`config.mk`:
```
export PLATFORM = sky130hd
export DESIGN_NAME = glzw_ctrl
export DESIGN_NICKNAME = d
export VERILOG_FILES = /design/src/hw/rtl/glzw_pkg.sv /design/src/hw/rtl/glzw_ctrl.sv
export SDC_FILE = /design/constraint.sdc
export NUM_CORES = 1
export LEC_CHECK = 0
export BUFFER_PORTS_ARGS = -buffer_cell sky130_fd_sc_hd__buf_4
export CORE_AREA = 10 10 47 49
export CTS_CLUSTER_DIAMETER = 200
export DETAILED_ROUTE_END_ITERATION = 8
export DIE_AREA = 0 0 57 59
export GPL_TIMING_DRIVEN = 0
export PLACE_DENSITY = 0.66
export SETUP_SLACK_MARGIN = 0.3
export SLEW_MARGIN = 0
export SYNTH_ARGS = -nofsm -noshare
export SYNTH_HDL_FRONTEND = slang
export SYNTH_SLANG_ARGS = --single-unit
```
`constraint.sdc`:
```
create_clock -name clk_i -period 2.1 [get_ports clk_i]
set_input_delay 0.105 -clock clk_i [delete_from_list [all_inputs] [get_ports clk_i]]
set_output_delay 0.105 -clock clk_i [all_outputs]
set_load 0.01 [all_outputs]
```
`src/hw/rtl/glzw_pkg.sv`:
```
// shared types and constants of the gif lzw decoder
// no dependencies
`default_nettype none

package glzw_pkg;

  localparam int unsigned DataW = 8;
  localparam int unsigned BufW  = 24;
  localparam int unsigned HeldW = 5;
  localparam int unsigned CfgW  = 4;

  localparam logic [CfgW-1:0]  MinSizeLo  = 4'd2;
  localparam logic [CfgW-1:0]  MinSizeHi  = 4'd8;
  localparam logic [CfgW-1:0]  MinSizeRst = 4'd8;
  localparam logic [HeldW-1:0] PushLimit  = 5'd16;
  localparam logic [HeldW-1:0] ByteBits   = 5'd8;

  typedef enum logic [1:0] {
    OP_PUSH  = 2'd0,
    OP_PULL  = 2'd1,
    OP_START = 2'd2
  } op_e;

  typedef enum logic [2:0] {
    ST_PIXEL   = 3'd0,
    ST_NEED    = 3'd1,
    ST_CLEAR   = 3'd2,
    ST_END     = 3'd3,
    ST_BAD     = 3'd4,
    ST_TAKEN   = 3'd5,
    ST_REFUSED = 3'd6,
    ST_RESTART = 3'd7
  } status_e;

  typedef enum logic [2:0] {
    CK_CLEAR,
    CK_EOI,
    CK_WALK,
    CK_KWKWK,
    CK_BAD
  } code_kind_e;

  typedef enum logic [2:0] {
    S_IDLE,
    S_DISPATCH,
    S_DECODE,
    S_WALK,
    S_WALK_WAIT,
    S_UPDATE,
    S_POP_WAIT,
    S_FINISH
  } state_e;

  typedef struct packed {
    logic [1:0]       op;
    logic [DataW-1:0] data_byte;
  } in_item_t;

  typedef struct packed {
    logic [DataW-1:0] pixel_index;
    logic [2:0]       status;
  } out_item_t;

  typedef struct packed {
    logic    load_in;
    logic    do_push;
    logic    do_restart;
    logic    take_code;
    logic    init_table;
    logic    set_done;
    logic    walk_from_code;
    logic    walk_from_prior;
    logic    walk_read;
    logic    walk_step;
    logic    walk_end;
    logic    update;
    logic    pop;
    logic    set_res;
    logic    res_from_stack;
    status_e res_status;
    logic    load_out;
  } cmd_t;

  typedef struct packed {
    logic [1:0] op;
    logic       push_ok;
    logic       stack_empty;
    logic       image_done;
    logic       enough_bits;
    code_kind_e kind;
    logic       walk_more;
    logic       out_free;
  } stat_t;

endpackage

`default_nettype wire

```
`src/hw/rtl/glzw_ctrl.sv`:
```
// sequencing state machine of the gif lzw decoder
// depends on glzw_pkg; drives glzw_dpath through cmd_t
`default_nettype none

module glzw_ctrl (
  input  wire logic          clk_i,
  input  wire logic          rst_ni,
  input  wire logic          in_valid_i,
  output logic               in_ready_o,
  input  glzw_pkg::stat_t    stat_i,
  output glzw_pkg::cmd_t     cmd_o
);

  glzw_pkg::state_e state_q, state_d;

  always_ff @(posedge clk_i or negedge rst_ni) begin
    if (!rst_ni) begin
      state_q <= glzw_pkg::S_IDLE;
    end else begin
      state_q <= state_d;
    end
  end

  assign in_ready_o = (state_q == glzw_pkg::S_IDLE);

  always_comb begin
    state_d = state_q;
    cmd_o   = '0;
    unique case (state_q)
      glzw_pkg::S_IDLE: begin
        if (in_valid_i) begin
          cmd_o.load_in = 1'b1;
          state_d       = glzw_pkg::S_DISPATCH;
        end
      end
      glzw_pkg::S_DISPATCH: begin
        state_d       = glzw_pkg::S_FINISH;
        cmd_o.set_res = 1'b1;
        priority if (stat_i.op == glzw_pkg::OP_PUSH) begin
          if (stat_i.push_ok) begin
            cmd_o.do_push    = 1'b1;
            cmd_o.res_status = glzw_pkg::ST_TAKEN;
          end else begin
            cmd_o.res_status = glzw_pkg::ST_REFUSED;
          end
        end else if (stat_i.op == glzw_pkg::OP_PULL) begin
          priority if (!stat_i.stack_empty) begin
            cmd_o.set_res = 1'b0;
            cmd_o.pop     = 1'b1;
            state_d       = glzw_pkg::S_POP_WAIT;
          end else if (stat_i.image_done) begin
            cmd_o.res_status = glzw_pkg::ST_END;
          end else if (!stat_i.enough_bits) begin
            cmd_o.res_status = glzw_pkg::ST_NEED;
          end else begin
            cmd_o.set_res   = 1'b0;
            cmd_o.take_code = 1'b1;
            state_d         = glzw_pkg::S_DECODE;
          end
        end else if (stat_i.op == glzw_pkg::OP_START) begin
          cmd_o.do_restart = 1'b1;
          cmd_o.res_status = glzw_pkg::ST_RESTART;
        end else begin
          cmd_o.res_status = glzw_pkg::ST_REFUSED;
        end
      end
      glzw_pkg::S_DECODE: begin
        unique case (stat_i.kind)
          glzw_pkg::CK_CLEAR: begin
            cmd_o.init_table = 1'b1;
            cmd_o.set_res    = 1'b1;
            cmd_o.res_status = glzw_pkg::ST_CLEAR;
            state_d          = glzw_pkg::S_FINISH;
          end
          glzw_pkg::CK_EOI: begin
            cmd_o.set_done   = 1'b1;
            cmd_o.set_res    = 1'b1;
            cmd_o.res_status = glzw_pkg::ST_END;
            state_d          = glzw_pkg::S_FINISH;
          end
          glzw_pkg::CK_WALK: begin
            cmd_o.walk_from_code = 1'b1;
            state_d              = glzw_pkg::S_WALK;
          end
          glzw_pkg::CK_KWKWK: begin
            cmd_o.walk_from_prior = 1'b1;
            state_d               = glzw_pkg::S_WALK;
          end
          default: begin
            cmd_o.set_res    = 1'b1;
            cmd_o.res_status = glzw_pkg::ST_BAD;
            state_d          = glzw_pkg::S_FINISH;
          end
        endcase
      end
      glzw_pkg::S_WALK: begin
        if (stat_i.walk_more) begin
          cmd_o.walk_read = 1'b1;
          state_d         = glzw_pkg::S_WALK_WAIT;
        end else begin
          cmd_o.walk_end = 1'b1;
          state_d        = glzw_pkg::S_UPDATE;
        end
      end
      glzw_pkg::S_WALK_WAIT: begin
        cmd_o.walk_step = 1'b1;
        state_d         = glzw_pkg::S_WALK;
      end
      glzw_pkg::S_UPDATE: begin
        cmd_o.update = 1'b1;
        cmd_o.pop    = 1'b1;
        state_d      = glzw_pkg::S_POP_WAIT;
      end
      glzw_pkg::S_POP_WAIT: begin
        cmd_o.set_res        = 1'b1;
        cmd_o.res_from_stack = 1'b1;
        cmd_o.res_status     = glzw_pkg::ST_PIXEL;
        state_d              = glzw_pkg::S_FINISH;
      end
      glzw_pkg::S_FINISH: begin
        if (stat_i.out_free) begin
          cmd_o.load_out = 1'b1;
          state_d        = glzw_pkg::S_IDLE;
        end
      end
      default: begin
        state_d = glzw_pkg::S_IDLE;
      end
    endcase
  end

endmodule

`default_nettype wire

```
==> results of run 1 <==
-- synthesized netlist by cell type --
master	number
sky130_fd_sc_hd__a21oi_1	5
sky130_fd_sc_hd__a22oi_1	1
sky130_fd_sc_hd__and2_1	3
sky130_fd_sc_hd__and2b_1	1
sky130_fd_sc_hd__buf_2	1
sky130_fd_sc_hd__buf_4	1
sky130_fd_sc_hd__clkbuf_1	2
sky130_fd_sc_hd__dfrtp_1	3
sky130_fd_sc_hd__inv_1	3
sky130_fd_sc_hd__nand2_1	6
sky130_fd_sc_hd__nand2b_1	4
sky130_fd_sc_hd__nand2b_2	1
sky130_fd_sc_hd__nand3_1	2
sky130_fd_sc_hd__nor2_1	8
sky130_fd_sc_hd__nor2b_2	1
sky130_fd_sc_hd__nor3_1	4
sky130_fd_sc_hd__nor3b_1	3
sky130_fd_sc_hd__nor4_1	2
sky130_fd_sc_hd__nor4b_1	2
sky130_fd_sc_hd__o21a_1	1
sky130_fd_sc_hd__o21ai_0	3
sky130_fd_sc_hd__o21bai_1	1
sky130_fd_sc_hd__o22a_1	1
sky130_fd_sc_hd__o311a_1	1
sky130_fd_sc_hd__or3b_2	1
sky130_fd_sc_hd__or4_1	1
-- logic make-up (layout without fill, tap and decap cells) --
group,count (synthesis),count (layout),synth area share [%]
compound gates,13,13,19.9
flops,3,3,18.4
buf+inv,7,45,7.67
simple gates,39,39,54.0
-- repair_timing --
| action | 4_1_cts | 5_1_grt |
|---|---|---|
| endpoints found under the hold margin | 3 | 0 |
| resized for setup | 0 | 8 |
| endpoints found under the setup margin | 0 | 7 |
| hold buffers | 1 | 0 |
-- worst reg2reg max path, stage by stage (launching register included) --
cell and delay (ns):
sky130_fd_sc_hd__dfrtp_1 0.34, sky130_fd_sc_hd__clkbuf_2 0.17, sky130_fd_sc_hd__or4_1 0.52, sky130_fd_sc_hd__a21oi_1 0.18
sky130_fd_sc_hd__nor3_1 0.07
-- power by group through the flow --
stage / sequential, mW / combinational, mW / clock, mW
global placement: 0.0894 / 0.479 / 0
global route: 0.0927 / 0.563 / 0.106
detailed placement: 0.0899 / 0.483 / 0
floorplan: 0.0890 / 0.293 / 0
CTS: 0.0895 / 0.490 / 0.0996
finish: 0.0893 / 0.502 / 0.0969
-- cells in the final DEF (no fill, tap or decap), types with 2 or more instances in the layout --
master | Yosys | routed
sky130_fd_sc_hd__a21oi_1 | 5 | 5
sky130_fd_sc_hd__nand3_1 | 2 | 2
sky130_fd_sc_hd__nor3_1 | 4 | 4
sky130_fd_sc_hd__dfrtp_1 | 3 | 3
sky130_fd_sc_hd__o21ai_0 | 3 | 3
sky130_fd_sc_hd__inv_1 | 3 | 3
sky130_fd_sc_hd__clkbuf_2 | 0 | 2
sky130_fd_sc_hd__clkbuf_4 | 0 | 3
sky130_fd_sc_hd__nand2_1 | 6 | 6
sky130_fd_sc_hd__and2_1 | 3 | 3
sky130_fd_sc_hd__nor3b_1 | 3 | 3
sky130_fd_sc_hd__nand2b_1 | 4 | 3
sky130_fd_sc_hd__nor2_1 | 8 | 8
sky130_fd_sc_hd__buf_4 | 1 | 34
-- final cells by class --
type	count	area [µm²]	share of cell area, %
multi-input combinational	52	323	43.9
timing repair buffer	34	258	35.0
sequential	3	75.1	10.2
clock buffer	4	26.3	3.57
buffer	4	22.5	3.06
tap	16	20.0	2.72
inverter	3	11.3	1.53
-- metrics by stage --
step           util, %  total power, mW  cells
6_report          52.5            0.688    116
5_1_grt           52.5            0.762    116
4_1_cts           50.8            0.679    116
3_5_place_dp      48.2            0.573    111
3_3_place_gp      48.2            0.568    111
2_1_floorplan        -            0.382     62
-- final timing paths --
path | startpoint | end | cells after the start
worst max-delay path | state_q[2] | cmd_o[12] | 4
worst min-delay path | in_valid_i | state_q[0] | 3
worst max register to register | state_q[2] | state_q[2] | 4
worst min register to register | state_q[1] | state_q[1] | 3
max in group asynchronous | rst_ni | state_q[0] | 2
min in group asynchronous | rst_ni | state_q[1] | 2
-- layer usage --
| layer | track usage [%] | share of wire [%] | vias up |
|---|---|---|---|
| li1 | - | - | 293 |
| met1 | 9.47 | 38 | 242 |
| met2 | 15.2 | 53 | 22 |
| met3 | 2.36 | 9.0 | 0 |
| met4 | 3.02 | 0 | 0 |
| met5 | 0 | 0 | - |
==> out/results.txt, run 1 <==
The run finished with clean final reports. The pre-CTS worst setup slack was 0.558 ns; the fraction of power spent switching nets was 43.4%. Together, buffers and inverters on the worst path number 2. Routability-driven placement finished with a final weighted congestion of 0.724. Sorting the synthesized cells by area gives the leading types as sky130_fd_sc_hd__dfrtp_1 (18%), sky130_fd_sc_hd__nor2_1 (7.4%), sky130_fd_sc_hd__a21oi_1 (6.1%). Buffers added to address setup during post-CTS repair amount to 0.

Placeable core region: 0.00140 mm². At the worst endpoint, the arrival time is 1.56 ns. The maximum ir drop on the vdd rail is 365 µV, and the shortest period the worst path allows is 1.66 ns. For the buffer depth of the longest clock path, the log shows 2. Clock latency on the worst-skew pair, taken at its later pin, is 0.23 ns. The delay of the slowest cell on the worst path was 0.52 ns; the summed area of non-filler cells in the final layout was 736 µm². In the final layout, the registers with the most flip-flops are state_q: 3 flops.

The final sum of negative setup slack is 0 ns. Traced cell by cell, the critical path runs through clkbuf_2 > or3b_2 > nor3_1 > buf_4. Entering global routing, the biggest net connects 11 pins.

The number of remaining DRC errors was 0; the number of nets produced by synthesis was 76. In the final routed layout, each cell accounts on average for 12.8 µm. Via count: 557. The tools report the initial core utilization as 29.1%. STA classifies the critical path endpoint as a primary output.

Pin placement for this block handled 34 I/O pins. The first detailed-routing pass took 4 iterations. Power spread over the standard cell area amounts to 936 mW/mm². In this run, the number of DRC markers left after iteration 0 of detailed routing was 18. Setup repair after global routing left no endpoint under its margin. The filler cells instantiated in the layout total 160. For the number of hold violations in the final report, the log shows 0.

The worst hold path class was in -> reg. Kind of cell adding the most delay to the critical path: simple AND/OR/NAND/NOR gates. The tools report the tightest hold margin as 0.130 ns.

Dividing the detail-routed via count by the number of cells gives 4.80. Across the run, the number of max-cap violations was 0. The overall die width came out at 57 µm.

The run gives 0.355 nW as the static leakage. Setup violations remaining at the end of the flow were counted as 0. Leftover overflow at the end of global routing: 0. Count of final max-slew check failures: 0. The maximum fanout encountered on the critical timing path is 9, and the detailed placement HPWL is 1.24 mm. On the final layout, the worst clock skew is 0.00154 ns.

The root buffer cell chosen for the clock tree is sky130_fd_sc_hd__clkbuf_4. The via count of the first global-routing pass came out at 567. The headroom to the max-slew limit was 75.9%; the area added between synthesis and finish was 80.4%. TritonCTS built the clock tree.

By startpoint and endpoint, the worst setup path is classified as reg -> out. The logs give 3 for the clock sink count and 0 for the initial antenna violation count. The die covers 0.00336 mm². The part of the cycle the worst path needs is 79.1%, and the transition time at the pin with the least slew margin is 0.359 ns. Synthesis produced 62 cells.

For the combinational group share of total power, the log shows 72.9%. The antenna diode count is 0, and the number of buffers created by CTS is 3. The sequential share of the synthesized area is 18.4%, and the fraction of power consumed by sequential logic is 13.0%. The synthesized design devotes to its leading area cell type 18.4% of total area. The combined global-route utilization of all metal layers is 8.54%, and the data required time at the worst endpoint is 2.00 ns.

The run gives 1 as the number of H-tree levels. A synthesized cell averages 6.58 µm². The count of nets left with antenna violations once routing finished came out at 0. The register with the most flip-flops in the layout has 3 of them.

The top register by number of flip-flops was state_q. The worst-case register-to-register setup slack was 0.71 ns. The post-route netlist has 47.0% of its cells at a drive strength greater than 1. Slowest stage cell on the critical path: sky130_fd_sc_hd__or3b_2.

For this run, the top clock speed supported by timing is 0.602 GHz. The global-route wire length before repair is 2.46 mm. Cell internal power was estimated by the tool at 390 µW. The Yosys step of the flow raised 0 warnings. The number of synthesized register bits came out at 3. Setup slack closes at 0.438 ns.

The aggregate routed wire length is 1.49 mm, and the cell area after placement is 676 µm². The logs give 26 for the count of distinct cell types in the synthesized netlist and 14 for the number of placement rows. The port buffer count is 33. Of all cell types, the one taking the most synthesized area is sky130_fd_sc_hd__dfrtp_1. After clock tree synthesis, the clock-pin slew on the worst setup and hold paths is 0.04 ns.

From bottom edge to top edge, the die measures 59 µm. After synthesis the cells add up to 408 µm². Of the total power, the clock network draws 14.1%. In this run the power spent charging and discharging nets is 299 µW. The final net count is 115. The worst setup path is launched from a register.
Power figures use the tool's default switching activity.
==> run 2, diff against run 1 <==
==> constraint.sdc (replaced) <==
create_clock -name clk_i -period 1.54 [get_ports clk_i]
set_input_delay 0.077 -clock clk_i [delete_from_list [all_inputs] [get_ports clk_i]]
set_output_delay 0.077 -clock clk_i [all_outputs]
set_load 0.01 [all_outputs]
==> out/results.txt, run 2 (synthesis results as in run 1) <==
For the number of H-tree levels, the log shows 1 (unchanged). For the number of violations reported at the end of detailed-routing iteration 0, the log shows 11 (-7). The slowest stage cell on the critical path is sky130_fd_sc_hd__dfrtp_1. The final count of negative-setup-slack endpoints came out at 2 (+2).

The die boundary height is 59 µm (unchanged), and the transition time at the pin with the least slew margin is 0.431 ns (+0.0714 ns). The run gives 3 (unchanged) as the clock sink count. The library cell used most frequently in the layout, excluding fill and tap cells, is sky130_fd_sc_hd__buf_4. The signal on the critical path passes through buf_6 > and2b_2 > buf_4 > buf_4 > and2_1 > buf_4. The fraction of power consumed by sequential logic was 8.9% (-4.1 points).

The maximum fanout encountered on the critical timing path works out to 6 (-3). The global-route wire length before repair is 2.82 mm (+14%), and the placeable core region is 0.00140 mm² (unchanged). The arrival time reported for the critical path endpoint was 1.49 ns (-0.07 ns); the delay of the slowest cell on the worst path was 0.36 ns (-0.16 ns).

Total length of routed met2 wires: 1.07 mm (+35%). The final net count was 127 (+10%). The total power draw was 1.48 mW (+120%); the average routed wire per standard cell was 14.8 µm (+15%). Wire length on met3: 141 µm (+5.2%).

The category of the worst setup path capture point is a primary output. For the combined global-route utilization of all metal layers, the log shows 9.77% (+1.2 points). The largest net degree at the start of global routing is 11 (unchanged). The area of the die was 0.00336 mm² (unchanged); the shortest period the worst path allows was 1.57 ns. For the share of total power in the clock network, the log shows 9.2% (-4.9 points). The flip-flop count of the largest register, all copies and words added is 3 (unchanged). The logs give 29.1% (unchanged) for the initial core utilization and 0.23 ns (about the same) for the insertion delay to the later sink of the worst-skew pair.

Antenna diode count: 0 (unchanged). The final RePlAce weighted congestion was 0.745 (+3.0%). The total I/O pin count is 34 (unchanged).

Switching power: 612 µW (+100%). Final design utilization: 71.5% (+19 points). Setup repair after global routing could not meet its margin everywhere. The number of remaining DRC errors came out at 0 (unchanged).

The power density relative to cell area is 1480 mW/mm² (+58%), and the number of inserted filler cells in the final layout is 115 (-28%). The overall die width is 57 µm (unchanged), and the slack of the critical path is -0.0309 ns (-0.469 ns). The headroom to the max-slew limit was 71.1% (-4.8 points).

The tools report the register area as 75.1 µm² (unchanged). The worst hold path class is in -> reg. The critical path is of the reg -> out type. The port buffer count was 33 (unchanged); the worst-case register-to-register setup slack was 0.07 ns (-0.64 ns). For the initial antenna violation count, the log shows 0 (unchanged). The area added between synthesis and finish is 146%, and the fraction of power spent switching nets is 41.2% (-2.2 points). The flow ran to the end, but the final reports show violations. The maximum ir drop on the vdd rail was 821 µV (+120%); the worst-case clock skew was 0.00211 ns (+0.000569 ns). The aggregate routed wire length is 1.89 mm (+27%). The cell that appears most often on the critical path is sky130_fd_sc_hd__buf_4. The count of nets left with antenna violations after detail routing was 0 (unchanged). The via count was 650 (+17%); the detailed placement HPWL was 1.29 mm (+4.0%). The final sum of negative setup slack was -0.0447 ns (-0.0447 ns). The internal power of the cells was 873 µW (+120%); the leftover overflow at the end of global routing was 0 (unchanged). The data required time at the worst endpoint came out at 1.46 ns (-0.54 ns). The tools report the launch point of the worst reg-to-reg path as state_q[2].

The largest registers in the layout are state_q: 3 flops. Share of cells above drive strength 1: 64.3% (+17 points). The wire length the detailed router placed on met1 is 678 µm (+20%), and the combined area of the multi-input logic cells is 434 µm² (+34%). Part of the cycle the worst path needs: 102%.

The number of detailed-routing iterations run before antenna repair came out at 4 (unchanged). The startpoint of the worst setup timing path was state_q[0]. The count of final max-slew check failures was 0 (unchanged). Ranked by flip-flop count, first place goes to state_q. The maximum achievable frequency is 0.637 GHz. The final reports fail on setup timing.

The highest metal layer carrying signal wires in the routed design is met3. The logs give 3 (unchanged) for the number of buffers created by CTS and 0 (unchanged) for the number of maximum-capacitance constraint violations. Number of placement rows: 14 (unchanged). In the layout the commonest cells are sky130_fd_sc_hd__buf_4 (37), sky130_fd_sc_hd__buf_6 (10), sky130_fd_sc_hd__nor2_1 (6). The buffer depth of the longest clock path is 2 (unchanged), and the static leakage is 0.477 nW (+34%). The number of hold violations in the final report was 0 (unchanged); the average vias per placed instance was 5.08 (+5.8%).

TritonCTS built the clock tree. The via count of the first global-routing pass came out at 651 (+15%). The worst hold path begins at in_valid_i. The run gives 81.9% (+9.0 points) as the combinational group share of total power.

Clock tree synthesis selected as its root buffer the cell sky130_fd_sc_hd__clkbuf_4. Clock-pin slew on the worst setup and hold paths: 0.04 ns (about the same). The element type at the critical path start was a register.
==> run 2: metal layers <==
metal	track usage, %	vias up
met5	0	-
met4	3.02	0
met3	1.93	0
met2	19.1	22
met1	10.1	309
li1	-	319
==> run 2: area by class of cell <==
class,count,share of cell area (%)
inverter,3,1.12
sequential,3,7.49
multi-input combinational,52,43.3
clock buffer,4,2.62
tap,16,2.00
buffer,4,5.74
timing repair buffer,46,37.7
==> run 2: worst paths after layout <==
kind                               to  depth (start not counted)
hold reg to reg            state_q[1]                          3
setup / recovery             cmd_o[7]                          6
setup reg to reg           state_q[2]                          5
hold / removal             state_q[0]                          3
min in group asynchronous  state_q[1]                          2
max in group asynchronous  state_q[0]                          2
==> run 2: power by group through the flow <==
stage / Sequential [mW] / Combinational [mW] / Clock (mW)
after CTS: 0.129 / 0.980 / 0.141
after global routing: 0.136 / 1.30 / 0.143
after global placement: 0.124 / 0.730 / 0
after detailed placement: 0.124 / 0.733 / 0
final: 0.132 / 1.22 / 0.137
after floorplan: 0.123 / 0.462 / 0
==> run 2: per-stage QoR <==
stage / std cells / hold slack [ns] / area, µm² / worst slack [ns]
CTS: 123 / 0.0877 / 885 / -0.0154
global placement: 111 / -0.134 / 742 / 0.166
floorplan: 62 / -0.219 / 474 / 0.254
detailed placement: 111 / -0.133 / 742 / 0.156
global route: 128 / 0.104 / 1000 / -0.0839
finish: 128 / 0.101 / 1000 / -0.0309
==> run 2: critical path, delay by kind of cell (launching register included) <==
| family | cells | cell delay (ns) |
|---|---|---|
| flip-flops | 1 | 0.36 |
| AND/OR/NAND/NOR | 2 | 0.36 |
| buffers and inverters | 4 | 0.53 |
==> run 2: timing repair <==
item | CTS | global route
endpoints found under the hold margin | 3 | 0
setup endpoints to repair | 21 | 22
buffers inserted | 7 | 5
hold buffers | 1 | 0
gates resized for setup | 16 | 20
pin swaps | 3 | 9
